[src/rtl/assert_macros.svh]
// Assertion helpers, included by the top-level converter.
`ifndef ASSERT_MACROS_SVH
`define ASSERT_MACROS_SVH

// Check a property on every rising edge, off while in reset.
`define Y2R_ASSERT(label, clk, rst, prop, msg) \
   label: assert property (@(posedge clk) disable iff (rst) (prop)) \
      else $error(msg);

// Check that a condition never holds, off while in reset.
`define Y2R_ASSERT_NEVER(label, clk, rst, cond, msg) \
   label: assert property (@(posedge clk) disable iff (rst) !(cond)) \
      else $error(msg);

`endif

[src/rtl/y2r_pkg.sv]
`default_nettype none

package y2r_pkg;

   // Fixed-point format of the chroma terms
   localparam int Y2R_FRAC_BITS = 16;
   localparam int Y2R_PROD_W    = 25;
   localparam int Y2R_SUM_W     = 27;

   // Unsigned Q16 coefficients, rounded to nearest
   localparam logic [16:0] Y2R_COEF_R_V = 17'd89831;
   localparam logic [16:0] Y2R_COEF_G_V = 17'd45744;
   localparam logic [16:0] Y2R_COEF_G_U = 17'd22127;
   localparam logic [16:0] Y2R_COEF_B_U = 17'd113538;

   localparam logic signed [8:0] Y2R_CHROMA_MID = 9'sd128;
   localparam logic [7:0]        Y2R_CHAN_MAX   = 8'd255;
   localparam logic [7:0]        Y2R_SCALE_NUM  = 8'd220;

   // Default depth of the queue between front and back
   localparam int Y2R_QUEUE_DEPTH = 4;

   // One macropixel with its chroma terms worked out
   typedef struct packed {
      logic [7:0]                   luma_first;
      logic [7:0]                   luma_second;
      logic signed [Y2R_PROD_W-1:0] red_v;
      logic signed [Y2R_PROD_W-1:0] green_v;
      logic signed [Y2R_PROD_W-1:0] green_u;
      logic signed [Y2R_PROD_W-1:0] blue_u;
      logic                         frame_end;
   } y2r_chroma_type;

   // Status of the queue as seen by the front and the back
   typedef struct packed {
      logic full;
      logic empty;
   } y2r_queue_status_type;

endpackage

`default_nettype wire

[src/rtl/y2r_front.sv]
`default_nettype none

module y2r_front
   import y2r_pkg::*;
(
   input  wire logic           clock,
   input  wire logic           reset,
   input  wire logic           req_push,
   output logic                req_full,
   input  wire logic [7:0]     req_luma_first,
   input  wire logic [7:0]     req_chroma_blue,
   input  wire logic [7:0]     req_luma_second,
   input  wire logic [7:0]     req_chroma_red,
   input  wire logic           req_frame_end,
   input  wire y2r_queue_status_type q_status,
   output logic                q_push,
   output y2r_chroma_type      q_data
);

   logic           valid_ff, valid_in;
   y2r_chroma_type data_ff, data_in;
   logic           take;

   logic signed [8:0]            du, dv;
   logic signed [Y2R_PROD_W-1:0] prod_rv, prod_gv, prod_gu, prod_bu;

   // Center the chroma and form the four chroma products
   assign du = $signed({1'b0, req_chroma_blue}) - Y2R_CHROMA_MID;
   assign dv = $signed({1'b0, req_chroma_red}) - Y2R_CHROMA_MID;

   assign prod_rv = Y2R_PROD_W'(dv) * Y2R_PROD_W'($signed({1'b0, Y2R_COEF_R_V}));
   assign prod_gv = Y2R_PROD_W'(dv) * Y2R_PROD_W'($signed({1'b0, Y2R_COEF_G_V}));
   assign prod_gu = Y2R_PROD_W'(du) * Y2R_PROD_W'($signed({1'b0, Y2R_COEF_G_U}));
   assign prod_bu = Y2R_PROD_W'(du) * Y2R_PROD_W'($signed({1'b0, Y2R_COEF_B_U}));

   // Stall only while a word is held and the queue cannot take it
   assign req_full = valid_ff && q_status.full;
   assign take     = req_push && !req_full;

   always_comb begin
      data_in.luma_first  = req_luma_first;
      data_in.luma_second = req_luma_second;
      data_in.red_v       = prod_rv;
      data_in.green_v     = prod_gv;
      data_in.green_u     = prod_gu;
      data_in.blue_u      = prod_bu;
      data_in.frame_end   = req_frame_end;
   end

   assign valid_in = take || (valid_ff && q_status.full);

   always_ff @(posedge clock) begin
      if (reset) begin
         valid_ff <= 1'b0;
      end else begin
         valid_ff <= valid_in;
      end
   end

   // Load a new word only when one is accepted
   always_ff @(posedge clock) begin
      if (take) begin
         data_ff <= data_in;
      end
   end

   assign q_push = valid_ff;
   assign q_data = data_ff;

endmodule

`default_nettype wire

[src/rtl/y2r_queue.sv]
`default_nettype none

module y2r_queue
   import y2r_pkg::*;
#(
   parameter int DEPTH = Y2R_QUEUE_DEPTH
)
(
   input  wire logic            clock,
   input  wire logic            reset,
   input  wire logic            push,
   input  wire y2r_chroma_type  push_data,
   input  wire logic            pop,
   output y2r_chroma_type       pop_data,
   output y2r_queue_status_type status
);

   localparam int PTR_W = $clog2(DEPTH);
   localparam int CNT_W = $clog2(DEPTH + 1);

   y2r_chroma_type   entries_ff [DEPTH];
   logic [PTR_W-1:0] wr_ptr_ff, wr_ptr_in;
   logic [PTR_W-1:0] rd_ptr_ff, rd_ptr_in;
   logic [CNT_W-1:0] count_ff, count_in;
   logic             push_ok, pop_ok;

   assign status.full  = (count_ff == CNT_W'(DEPTH));
   assign status.empty = (count_ff == '0);

   assign push_ok = push && !status.full;
   assign pop_ok  = pop && !status.empty;

   // Advance pointers with wrap at the last entry
   always_comb begin
      wr_ptr_in = wr_ptr_ff;
      rd_ptr_in = rd_ptr_ff;
      count_in  = count_ff;
      if (push_ok) begin
         wr_ptr_in = (wr_ptr_ff == PTR_W'(DEPTH - 1)) ? '0 : wr_ptr_ff + 1'b1;
      end
      if (pop_ok) begin
         rd_ptr_in = (rd_ptr_ff == PTR_W'(DEPTH - 1)) ? '0 : rd_ptr_ff + 1'b1;
      end
      if (push_ok && !pop_ok) begin
         count_in = count_ff + 1'b1;
      end else if (pop_ok && !push_ok) begin
         count_in = count_ff - 1'b1;
      end
   end

   always_ff @(posedge clock) begin
      if (reset) begin
         wr_ptr_ff <= '0;
         rd_ptr_ff <= '0;
         count_ff  <= '0;
      end else begin
         wr_ptr_ff <= wr_ptr_in;
         rd_ptr_ff <= rd_ptr_in;
         count_ff  <= count_in;
      end
   end

   // Store the incoming word
   always_ff @(posedge clock) begin
      if (push_ok) begin
         entries_ff[wr_ptr_ff] <= push_data;
      end
   end

   assign pop_data = entries_ff[rd_ptr_ff];

endmodule

`default_nettype wire

[src/rtl/y2r_back.sv]
`default_nettype none

module y2r_back
   import y2r_pkg::*;
(
   input  wire logic            clock,
   input  wire logic            reset,
   input  wire y2r_queue_status_type q_status,
   input  wire y2r_chroma_type  q_data,
   output logic                 q_pop,
   output logic                 rsp_empty,
   input  wire logic            rsp_pop,
   output logic [7:0]           rsp_red_first,
   output logic [7:0]           rsp_green_first,
   output logic [7:0]           rsp_blue_first,
   output logic [7:0]           rsp_red_second,
   output logic [7:0]           rsp_green_second,
   output logic [7:0]           rsp_blue_second,
   output logic                 rsp_frame_end_out
);

   localparam int WHOLE_LO = Y2R_FRAC_BITS;
   localparam int WHOLE_HI = Y2R_FRAC_BITS + 7;

   // Sign-extend a chroma product to the sum width
   function automatic logic signed [Y2R_SUM_W-1:0] extend(
      input logic signed [Y2R_PROD_W-1:0] p
   );
      return {{(Y2R_SUM_W - Y2R_PROD_W){p[Y2R_PROD_W-1]}}, p};
   endfunction

   // Place the luma at the integer position of the sum
   function automatic logic signed [Y2R_SUM_W-1:0] base(input logic [7:0] y);
      return {{(Y2R_SUM_W - 8 - Y2R_FRAC_BITS){1'b0}}, y, {Y2R_FRAC_BITS{1'b0}}};
   endfunction

   // Floor, then clamp to 0..255
   function automatic logic [7:0] clamp(input logic signed [Y2R_SUM_W-1:0] s);
      logic [7:0] r;
      if (s[Y2R_SUM_W-1]) begin
         r = '0;
      end else if (|s[Y2R_SUM_W-2:WHOLE_HI+1]) begin
         r = Y2R_CHAN_MAX;
      end else begin
         r = s[WHOLE_HI:WHOLE_LO];
      end
      return r;
   endfunction

   // Scale to 0..219
   function automatic logic [7:0] scale(input logic [7:0] x);
      logic [15:0] p;
      p = 16'(x) * 16'(Y2R_SCALE_NUM);
      return p[15:8];
   endfunction

   logic a_valid_ff, a_valid_in;
   logic b_valid_ff, b_valid_in;
   logic a_ready, b_ready;

   logic [7:0] a_r0_ff, a_g0_ff, a_b0_ff, a_r1_ff, a_g1_ff, a_b1_ff;
   logic       a_end_ff;
   logic [7:0] a_r0_in, a_g0_in, a_b0_in, a_r1_in, a_g1_in, a_b1_in;

   logic signed [Y2R_SUM_W-1:0] base0, base1, term_r, term_g, term_b;

   // Stage handshakes: each stage loads when it is empty or the one after it moves
   assign b_ready = !b_valid_ff || rsp_pop;
   assign a_ready = !a_valid_ff || b_ready;
   assign q_pop   = a_ready && !q_status.empty;

   assign a_valid_in = a_ready ? !q_status.empty : 1'b1;
   assign b_valid_in = b_ready ? a_valid_ff : 1'b1;

   always_ff @(posedge clock) begin
      if (reset) begin
         a_valid_ff <= 1'b0;
         b_valid_ff <= 1'b0;
      end else begin
         a_valid_ff <= a_valid_in;
         b_valid_ff <= b_valid_in;
      end
   end

   // Add the chroma terms to the luma (green subtracts them), then clamp
   assign base0  = base(q_data.luma_first);
   assign base1  = base(q_data.luma_second);
   assign term_r = extend(q_data.red_v);
   assign term_g = extend(q_data.green_v) + extend(q_data.green_u);
   assign term_b = extend(q_data.blue_u);

   assign a_r0_in = clamp(base0 + term_r);
   assign a_g0_in = clamp(base0 - term_g);
   assign a_b0_in = clamp(base0 + term_b);
   assign a_r1_in = clamp(base1 + term_r);
   assign a_g1_in = clamp(base1 - term_g);
   assign a_b1_in = clamp(base1 + term_b);

   always_ff @(posedge clock) begin
      if (q_pop) begin
         a_r0_ff  <= a_r0_in;
         a_g0_ff  <= a_g0_in;
         a_b0_ff  <= a_b0_in;
         a_r1_ff  <= a_r1_in;
         a_g1_ff  <= a_g1_in;
         a_b1_ff  <= a_b1_in;
         a_end_ff <= q_data.frame_end;
      end
   end

   // Scale into the output register; hold while the receiver stalls
   always_ff @(posedge clock) begin
      if (b_ready && a_valid_ff) begin
         rsp_red_first     <= scale(a_r0_ff);
         rsp_green_first   <= scale(a_g0_ff);
         rsp_blue_first    <= scale(a_b0_ff);
         rsp_red_second    <= scale(a_r1_ff);
         rsp_green_second  <= scale(a_g1_ff);
         rsp_blue_second   <= scale(a_b1_ff);
         rsp_frame_end_out <= a_end_ff;
      end
   end

   assign rsp_empty = !b_valid_ff;

endmodule

`default_nettype wire

[src/rtl/yuyv_to_rgb_converter.sv]
// YUYV 4:2:2 to RGB converter.
// Input channel: one packed macropixel per word (two lumas, shared blue and
// red chroma, frame end flag). Drive the fields with req_push high; the word
// is taken at a rising edge where req_full is low.
// Result channel: two RGB pixels per word, each channel 0..219, and a copy of
// the frame end flag. The oldest result sits on the rsp_ ports while
// rsp_empty is low; raise rsp_pop to take it.
// Throughput: one word per cycle while the receiver keeps taking results; the
// front product stage, the queue and the two back stages (sum and clamp, then
// scale) each move a word every cycle. When the receiver stalls, the output
// register holds, the back stages fill, the queue fills, and req_full rises
// once the front register has nowhere to go; QUEUE_DEPTH + 3 words can be in
// flight. Dropping rsp_pop never loses a word.
// Reset empties every stage and the queue.
`default_nettype none
`include "assert_macros.svh"

module yuyv_to_rgb_converter
   import y2r_pkg::*;
#(
   parameter int QUEUE_DEPTH = Y2R_QUEUE_DEPTH
)
(
   input  wire logic       clock,
   input  wire logic       reset,
   input  wire logic       req_push,
   output logic            req_full,
   input  wire logic [7:0] req_luma_first,
   input  wire logic [7:0] req_chroma_blue,
   input  wire logic [7:0] req_luma_second,
   input  wire logic [7:0] req_chroma_red,
   input  wire logic       req_frame_end,
   output logic            rsp_empty,
   input  wire logic       rsp_pop,
   output logic [7:0]      rsp_red_first,
   output logic [7:0]      rsp_green_first,
   output logic [7:0]      rsp_blue_first,
   output logic [7:0]      rsp_red_second,
   output logic [7:0]      rsp_green_second,
   output logic [7:0]      rsp_blue_second,
   output logic            rsp_frame_end_out
);

   y2r_queue_status_type q_status;
   y2r_chroma_type       q_in_data, q_out_data;
   logic                 q_push, q_pop;

   y2r_front u_front (
      .clock           (clock),
      .reset           (reset),
      .req_push        (req_push),
      .req_full        (req_full),
      .req_luma_first  (req_luma_first),
      .req_chroma_blue (req_chroma_blue),
      .req_luma_second (req_luma_second),
      .req_chroma_red  (req_chroma_red),
      .req_frame_end   (req_frame_end),
      .q_status        (q_status),
      .q_push          (q_push),
      .q_data          (q_in_data)
   );

   y2r_queue #(
      .DEPTH (QUEUE_DEPTH)
   ) u_queue (
      .clock     (clock),
      .reset     (reset),
      .push      (q_push),
      .push_data (q_in_data),
      .pop       (q_pop),
      .pop_data  (q_out_data),
      .status    (q_status)
   );

   y2r_back u_back (
      .clock             (clock),
      .reset             (reset),
      .q_status          (q_status),
      .q_data            (q_out_data),
      .q_pop             (q_pop),
      .rsp_empty         (rsp_empty),
      .rsp_pop           (rsp_pop),
      .rsp_red_first     (rsp_red_first),
      .rsp_green_first   (rsp_green_first),
      .rsp_blue_first    (rsp_blue_first),
      .rsp_red_second    (rsp_red_second),
      .rsp_green_second  (rsp_green_second),
      .rsp_blue_second   (rsp_blue_second),
      .rsp_frame_end_out (rsp_frame_end_out)
   );

   // Count words in flight for the checks below
   localparam int CAPACITY = QUEUE_DEPTH + 3;
   localparam int FLIGHT_W = $clog2(CAPACITY + 1);

   logic [FLIGHT_W-1:0] in_flight_ff, in_flight_in;
   logic                word_in, word_out;

   assign word_in  = req_push && !req_full;
   assign word_out = rsp_pop && !rsp_empty;

   always_comb begin
      in_flight_in = in_flight_ff;
      if (word_in && !word_out) begin
         in_flight_in = in_flight_ff + 1'b1;
      end else if (word_out && !word_in) begin
         in_flight_in = in_flight_ff - 1'b1;
      end
   end

   always_ff @(posedge clock) begin
      if (reset) begin
         in_flight_ff <= '0;
      end else begin
         in_flight_ff <= in_flight_in;
      end
   end

   `Y2R_ASSERT_NEVER(a_result_from_nothing, clock, reset, !rsp_empty && (in_flight_ff == '0), "result shown with no word in flight")
   `Y2R_ASSERT_NEVER(a_over_capacity, clock, reset, in_flight_ff > FLIGHT_W'(CAPACITY), "more words in flight than storage")
   `Y2R_ASSERT(a_full_only_when_backed_up, clock, reset, req_full |-> (q_push && q_status.full), "input stalled while the queue has room")
   `Y2R_ASSERT(a_full_means_packed, clock, reset, req_full |-> (in_flight_ff >= FLIGHT_W'(QUEUE_DEPTH + 1)), "input stalled with words missing")

endmodule

`default_nettype wire
[config.mk]
export PLATFORM = sky130hd
export DESIGN_NAME = yuyv_to_rgb_converter
export DESIGN_NICKNAME = d
export VERILOG_FILES = /design/src/rtl/y2r_pkg.sv /design/src/rtl/y2r_front.sv /design/src/rtl/y2r_queue.sv /design/src/rtl/y2r_back.sv /design/src/rtl/yuyv_to_rgb_converter.sv
export VERILOG_INCLUDE_DIRS = /design/src /design/src/rtl
export SDC_FILE = /design/constraint.sdc
export NUM_CORES = 1
export LEC_CHECK = 0
export BUFFER_PORTS_ARGS = -buffer_cell sky130_fd_sc_hd__buf_4
export CORE_UTILIZATION = 30
export DETAILED_ROUTE_END_ITERATION = 10
export HOLD_SLACK_MARGIN = 0.03
export PLACE_DENSITY = 0.53
export REMOVE_ABC_BUFFERS = 1
export SYNTH_ARGS = -nofsm -noshare
export SYNTH_HDL_FRONTEND = slang
export SYNTH_HIERARCHICAL = 1
export SYNTH_SLANG_ARGS = --single-unit
export TNS_END_PERCENT = 20
[constraint.sdc]
create_clock -name clock -period 8 [get_ports clock]
set_clock_uncertainty 0.1 [all_clocks]
set_input_delay 0.8 -clock clock [delete_from_list [all_inputs] [get_ports clock]]
set_output_delay 0.8 -clock clock [all_outputs]
set_load 0.05 [all_outputs]
# Yosys cells after proc, flatten, opt, wreduce, memory -nomap -nowiden
# Memory sizes are Yosys's and may differ from the RTL's. A register that Yosys moved wholly into a read port is not among the register bits.
# Index checks and enable logic that the tools add are counted.
# W data, S select, Z words.
[totals]
register_bits = 220
ramBits = 448
in_bits = 37
wordCells = 96
memories = 1
[classes]
add_sub_neg = 13
multipliers = 10
n_eq_ne = 3
muxes = 16
n_reduce_logical = 26
[memory_table]
columns = ["name", "depth", "width", "read_ports", "rd_ports_with_merged_regs", "write_ports", "line_no", "source"]
rows = [
  ["u_queue.entries_ff", 4, 112, 1, 1, 1, "y2r_queue.sv:21", "y2r_chroma_type entries_ff [DEPTH];"],
]
[ops]
columns = ["cell", "n"]
rows = [
  ["$add A25 B25 Y26", 5],
  ["$mul A8 B6 Y14 const B", 6],
  ["$sub A25 B27 Y27", 2],
  ["$mux W8", 6],
  ["$mul A9 B16 Y25 const B", 1],
  ["$mul A9 B18 Y25 const B", 1],
  ["$mul A9 B17 Y24 const B", 1],
  ["$mul A9 B13 Y21 const B", 1],
  ["$sub A8 B8 Y9 const B", 2],
  ["$reduce_or A2 Y1", 6],
  ["$logic_and A1 B1 Y1", 8],
  ["$mux W2", 4],
  ["$logic_not A1 Y1", 7],
  ["$mux W3", 2],
  ["$add A2 B1 Y2 const B", 2],
  ["$eq A2 B2 Y1 const B", 2],
  ["$mux W1", 4],
  ["$add A3 B1 Y3 const B", 1],
  ["$eq A3 B3 Y1 const B", 1],
  ["$logic_not A3 Y1", 1],
  ["$logic_or A1 B1 Y1", 3],
  ["$sub A3 B1 Y3 const B", 1],
  ["$reduce_bool A2 Y1", 1],
]

# Longest topological paths before layout
[depth]
depth_word = 8
ltp_mapped = 21

# Hierarchy
# The synthesis kept the hierarchy.
[modules_own_cells]
columns = ["module", "n_inst", "cells_per_inst", "area_per_inst_um2", "seq_area_each_um2"]
rows = [
  ["y2r_queue", 1, 661, 17310.4, 14233.7],
  ["y2r_back", 1, 1198, 12343.1, 2982.9],
  ["y2r_front", 1, 1078, 12081.6, 3293.2],
]

# Worst setup path after synthesis
# Ideal clock, no wire load.
[synth_path]
kind = "register -> register"
from = "register u_queue.count_ff[0]"
to = "register u_front.data_ff (netlist bit u_front/q_data[0]) (enable)"
t_arrival_ns = 5.895
required_time_ns = 7.312
slack_ns = 1.417
path_stages_with_launch = 6
n_path_buf = 1
synth_period_minus_slack_ns = 6.583
cell_sequence = "dfxtp_1 > or3b_1 > buf_2 > clkinv_2 > and2_1 > nor2b_1"
[synth_rtl]
columns = ["item", "line_no", "source"]
rows = [
  ["start, declared", "y2r_queue.sv:24", "logic [CNT_W-1:0] count_ff, count_in;"],
  ["start signal, assigned", "y2r_queue.sv:59", "count_ff <= count_in;"],
  ["end signal, assigned", "y2r_front.sv:63", "data_ff <= data_in;"],
  ["end, declared", "y2r_front.sv:21", "y2r_chroma_type data_ff, data_in;"],
]

==> metrics.cfg <==
[layout]
syn_to_final_growth_pct=12.53
regMostFlops=u_queue/entries_ff
diodes=0
drive_gt1_frac=0.1167
final_area_sq_mm=0.04059
final_nets=3568
final_util=0.3424
largest_register_ff_count=340
finalNonFillerCells=4478

[setup_path]
slowest_stage=dfxtp_4
reg2reg_to=u_back/a_g0_ff[4]
r2r_setup_slack_ps=1950
worstSetupPathType=register to register
path_cells=mux4_2 -> ha_1 -> a21oi_2 -> o211ai_1 -> a21oi_1 -> a21oi_2 -> o31ai_4 -> a21boi_0 -> nor2_1 -> xor2_1 -> ha_1 -> and3_1 -> a211o_1 -> a211oi_4 -> o21bai_2 -> a211oi_4 -> o32ai_1
crit_path_end=u_back/a_g0_ff[4]
cp_data_arrival_time_ps=6270
cp_max_fo=40
start_kind=register
crit_path_max_incr_delay_ps=890
crit_required_ps=8230
reg2reg_depth=17
setup.worst_path.end_class=register

[grt]
grt_first_pass_wirelength_mm=115.8
grt_pass1_vias=20910
grt_overflow=0
grt_max_degree=64
antenna_found_initial=1
track_usage=0.1207

[floorplan]
dieHeight_um=348.7
num_rows=126
die_area_sq_mm=0.1216
coreArea_sq_mm=0.1186
io_pins=88
die_x_um=348.7
initial_core_util=0.3042

[cts]
cts_tree=built
post_cts_resized=0
htree_levels=2
cts_buffers=60
cts_setup_buffers=0
clockBufferDepth=3
cts.sink_count=531
root_buffer=clkbuf_16
clock_latency_ps=620
cts_hold_buf=0
cts.clk_slew.worst_paths_ps=60

[routing]
routedWlPerCell_um=16.21
ant_nets=0
first_pass_iters=5
dr.first_iter.drc_count=946
viasPerCell=4.495
drcViolationCount=0
num_vias=20130
wl_mm=72.61

[timing]
max_clock_freq_mhz=165.4
hold_viol=0
drv_slew=0
slew_headroom=0.3104
setup_viol=0
fin_crit_ps=6046
rsz0062_at_grt=false
worstMarginPinSlew_ps=1034
finalCritPeriodShare=0.7558

[logic_synthesis]
synth_area_sq_mm=0.03607
yosys_warnings=6
syn_avg_cell_area_sq_um=13.32
synthCells=2707

[run]
drv_cap=0

[placement]
placed_area_sq_mm=0.03863
globalplace.congestion=0.8499
dp_hpwl_mm=55.74
io_buffer_count=87
dpl.cell_count=4365

[worst_hold_path]
min_path_cells=1
hold_class=primary input to register

[outcome]
status=complete, no violations

-- critical path, delay by kind of cell, from the launching register on --
family	cells	cell delay, ps
compound gates	11	2780
flops	1	890
xor+xnor	1	230
simple gates	2	340
fa+ha+maj	2	780
mux	1	600
-- cells in the final DEF (no fill, tap or decap), types with 23 or more instances in the layout --
master     instances
nand2_1           55
clkbuf_16         60
xor2_1            40
o21ai_0           47
fa_1             220
buf_4            100
a21oi_1          106
edfxtp_1         519
xnor2_1           85
o21bai_1          23
o21a_1            77
nor3_1            55
mux4_2            85
nor2_1            92
a21o_1            37
ha_1             484
inv_1            459
-- through the flow --
stage	TNS (ps)	worst slack [ps]	hold WS (ps)
2_1_floorplan	-974.2	-151.3	300.3
3_3_place_gp	0	2034	307.8
3_5_place_dp	0	1972	313.3
4_1_cts	0	1933	206.8
5_1_grt	0	1461	217.7
6_report	0	1954	255.2
-- cell type report --
type                            instances  area, sq um
Multi-Input combinational cell       1674        18310
Fill cell                           11730        77970
Clock inverter                         50        447.9
Clock buffer                           63         1513
Inverter                              460         1728
Tap cell                             1600         2002
Timing Repair Buffer                  100        750.7
Sequential cell                       531        15830
-- worst min-delay path by stage --
| stage | startpoint | to | slack [ps] |
|---|---|---|---|
| 3_3_place_gp | u_back/a_end_ff | u_back/rsp_frame_end_out | 310 |
| 2_1_floorplan | u_back/a_end_ff | u_back/rsp_frame_end_out | 300 |
| 5_1_grt | req_luma_first[4] | u_front/q_data[113] | 220 |
| 3_5_place_dp | u_back/a_end_ff | u_back/rsp_frame_end_out | 310 |
| 6_report | req_luma_first[4] | u_front/q_data[113] | 260 |
| 4_1_cts | req_luma_first[4] | u_front/q_data[113] | 210 |
-- per-layer routing --
metal / vias up / track usage / wire, um / part of all wire
met5: - / 0 / 11 / 0.00015
met4: 2 / 0.02918 / 1409 / 0.019
met3: 88 / 0.01682 / 2666 / 0.037
met2: 306 / 0.2087 / 35460 / 0.49
met1: 9763 / 0.1585 / 33060 / 0.46
li1: 9969 / - / - / -
Power is not shown: default switching activity piles up to over one toggle a cycle in this logic, so the estimate is an artifact.
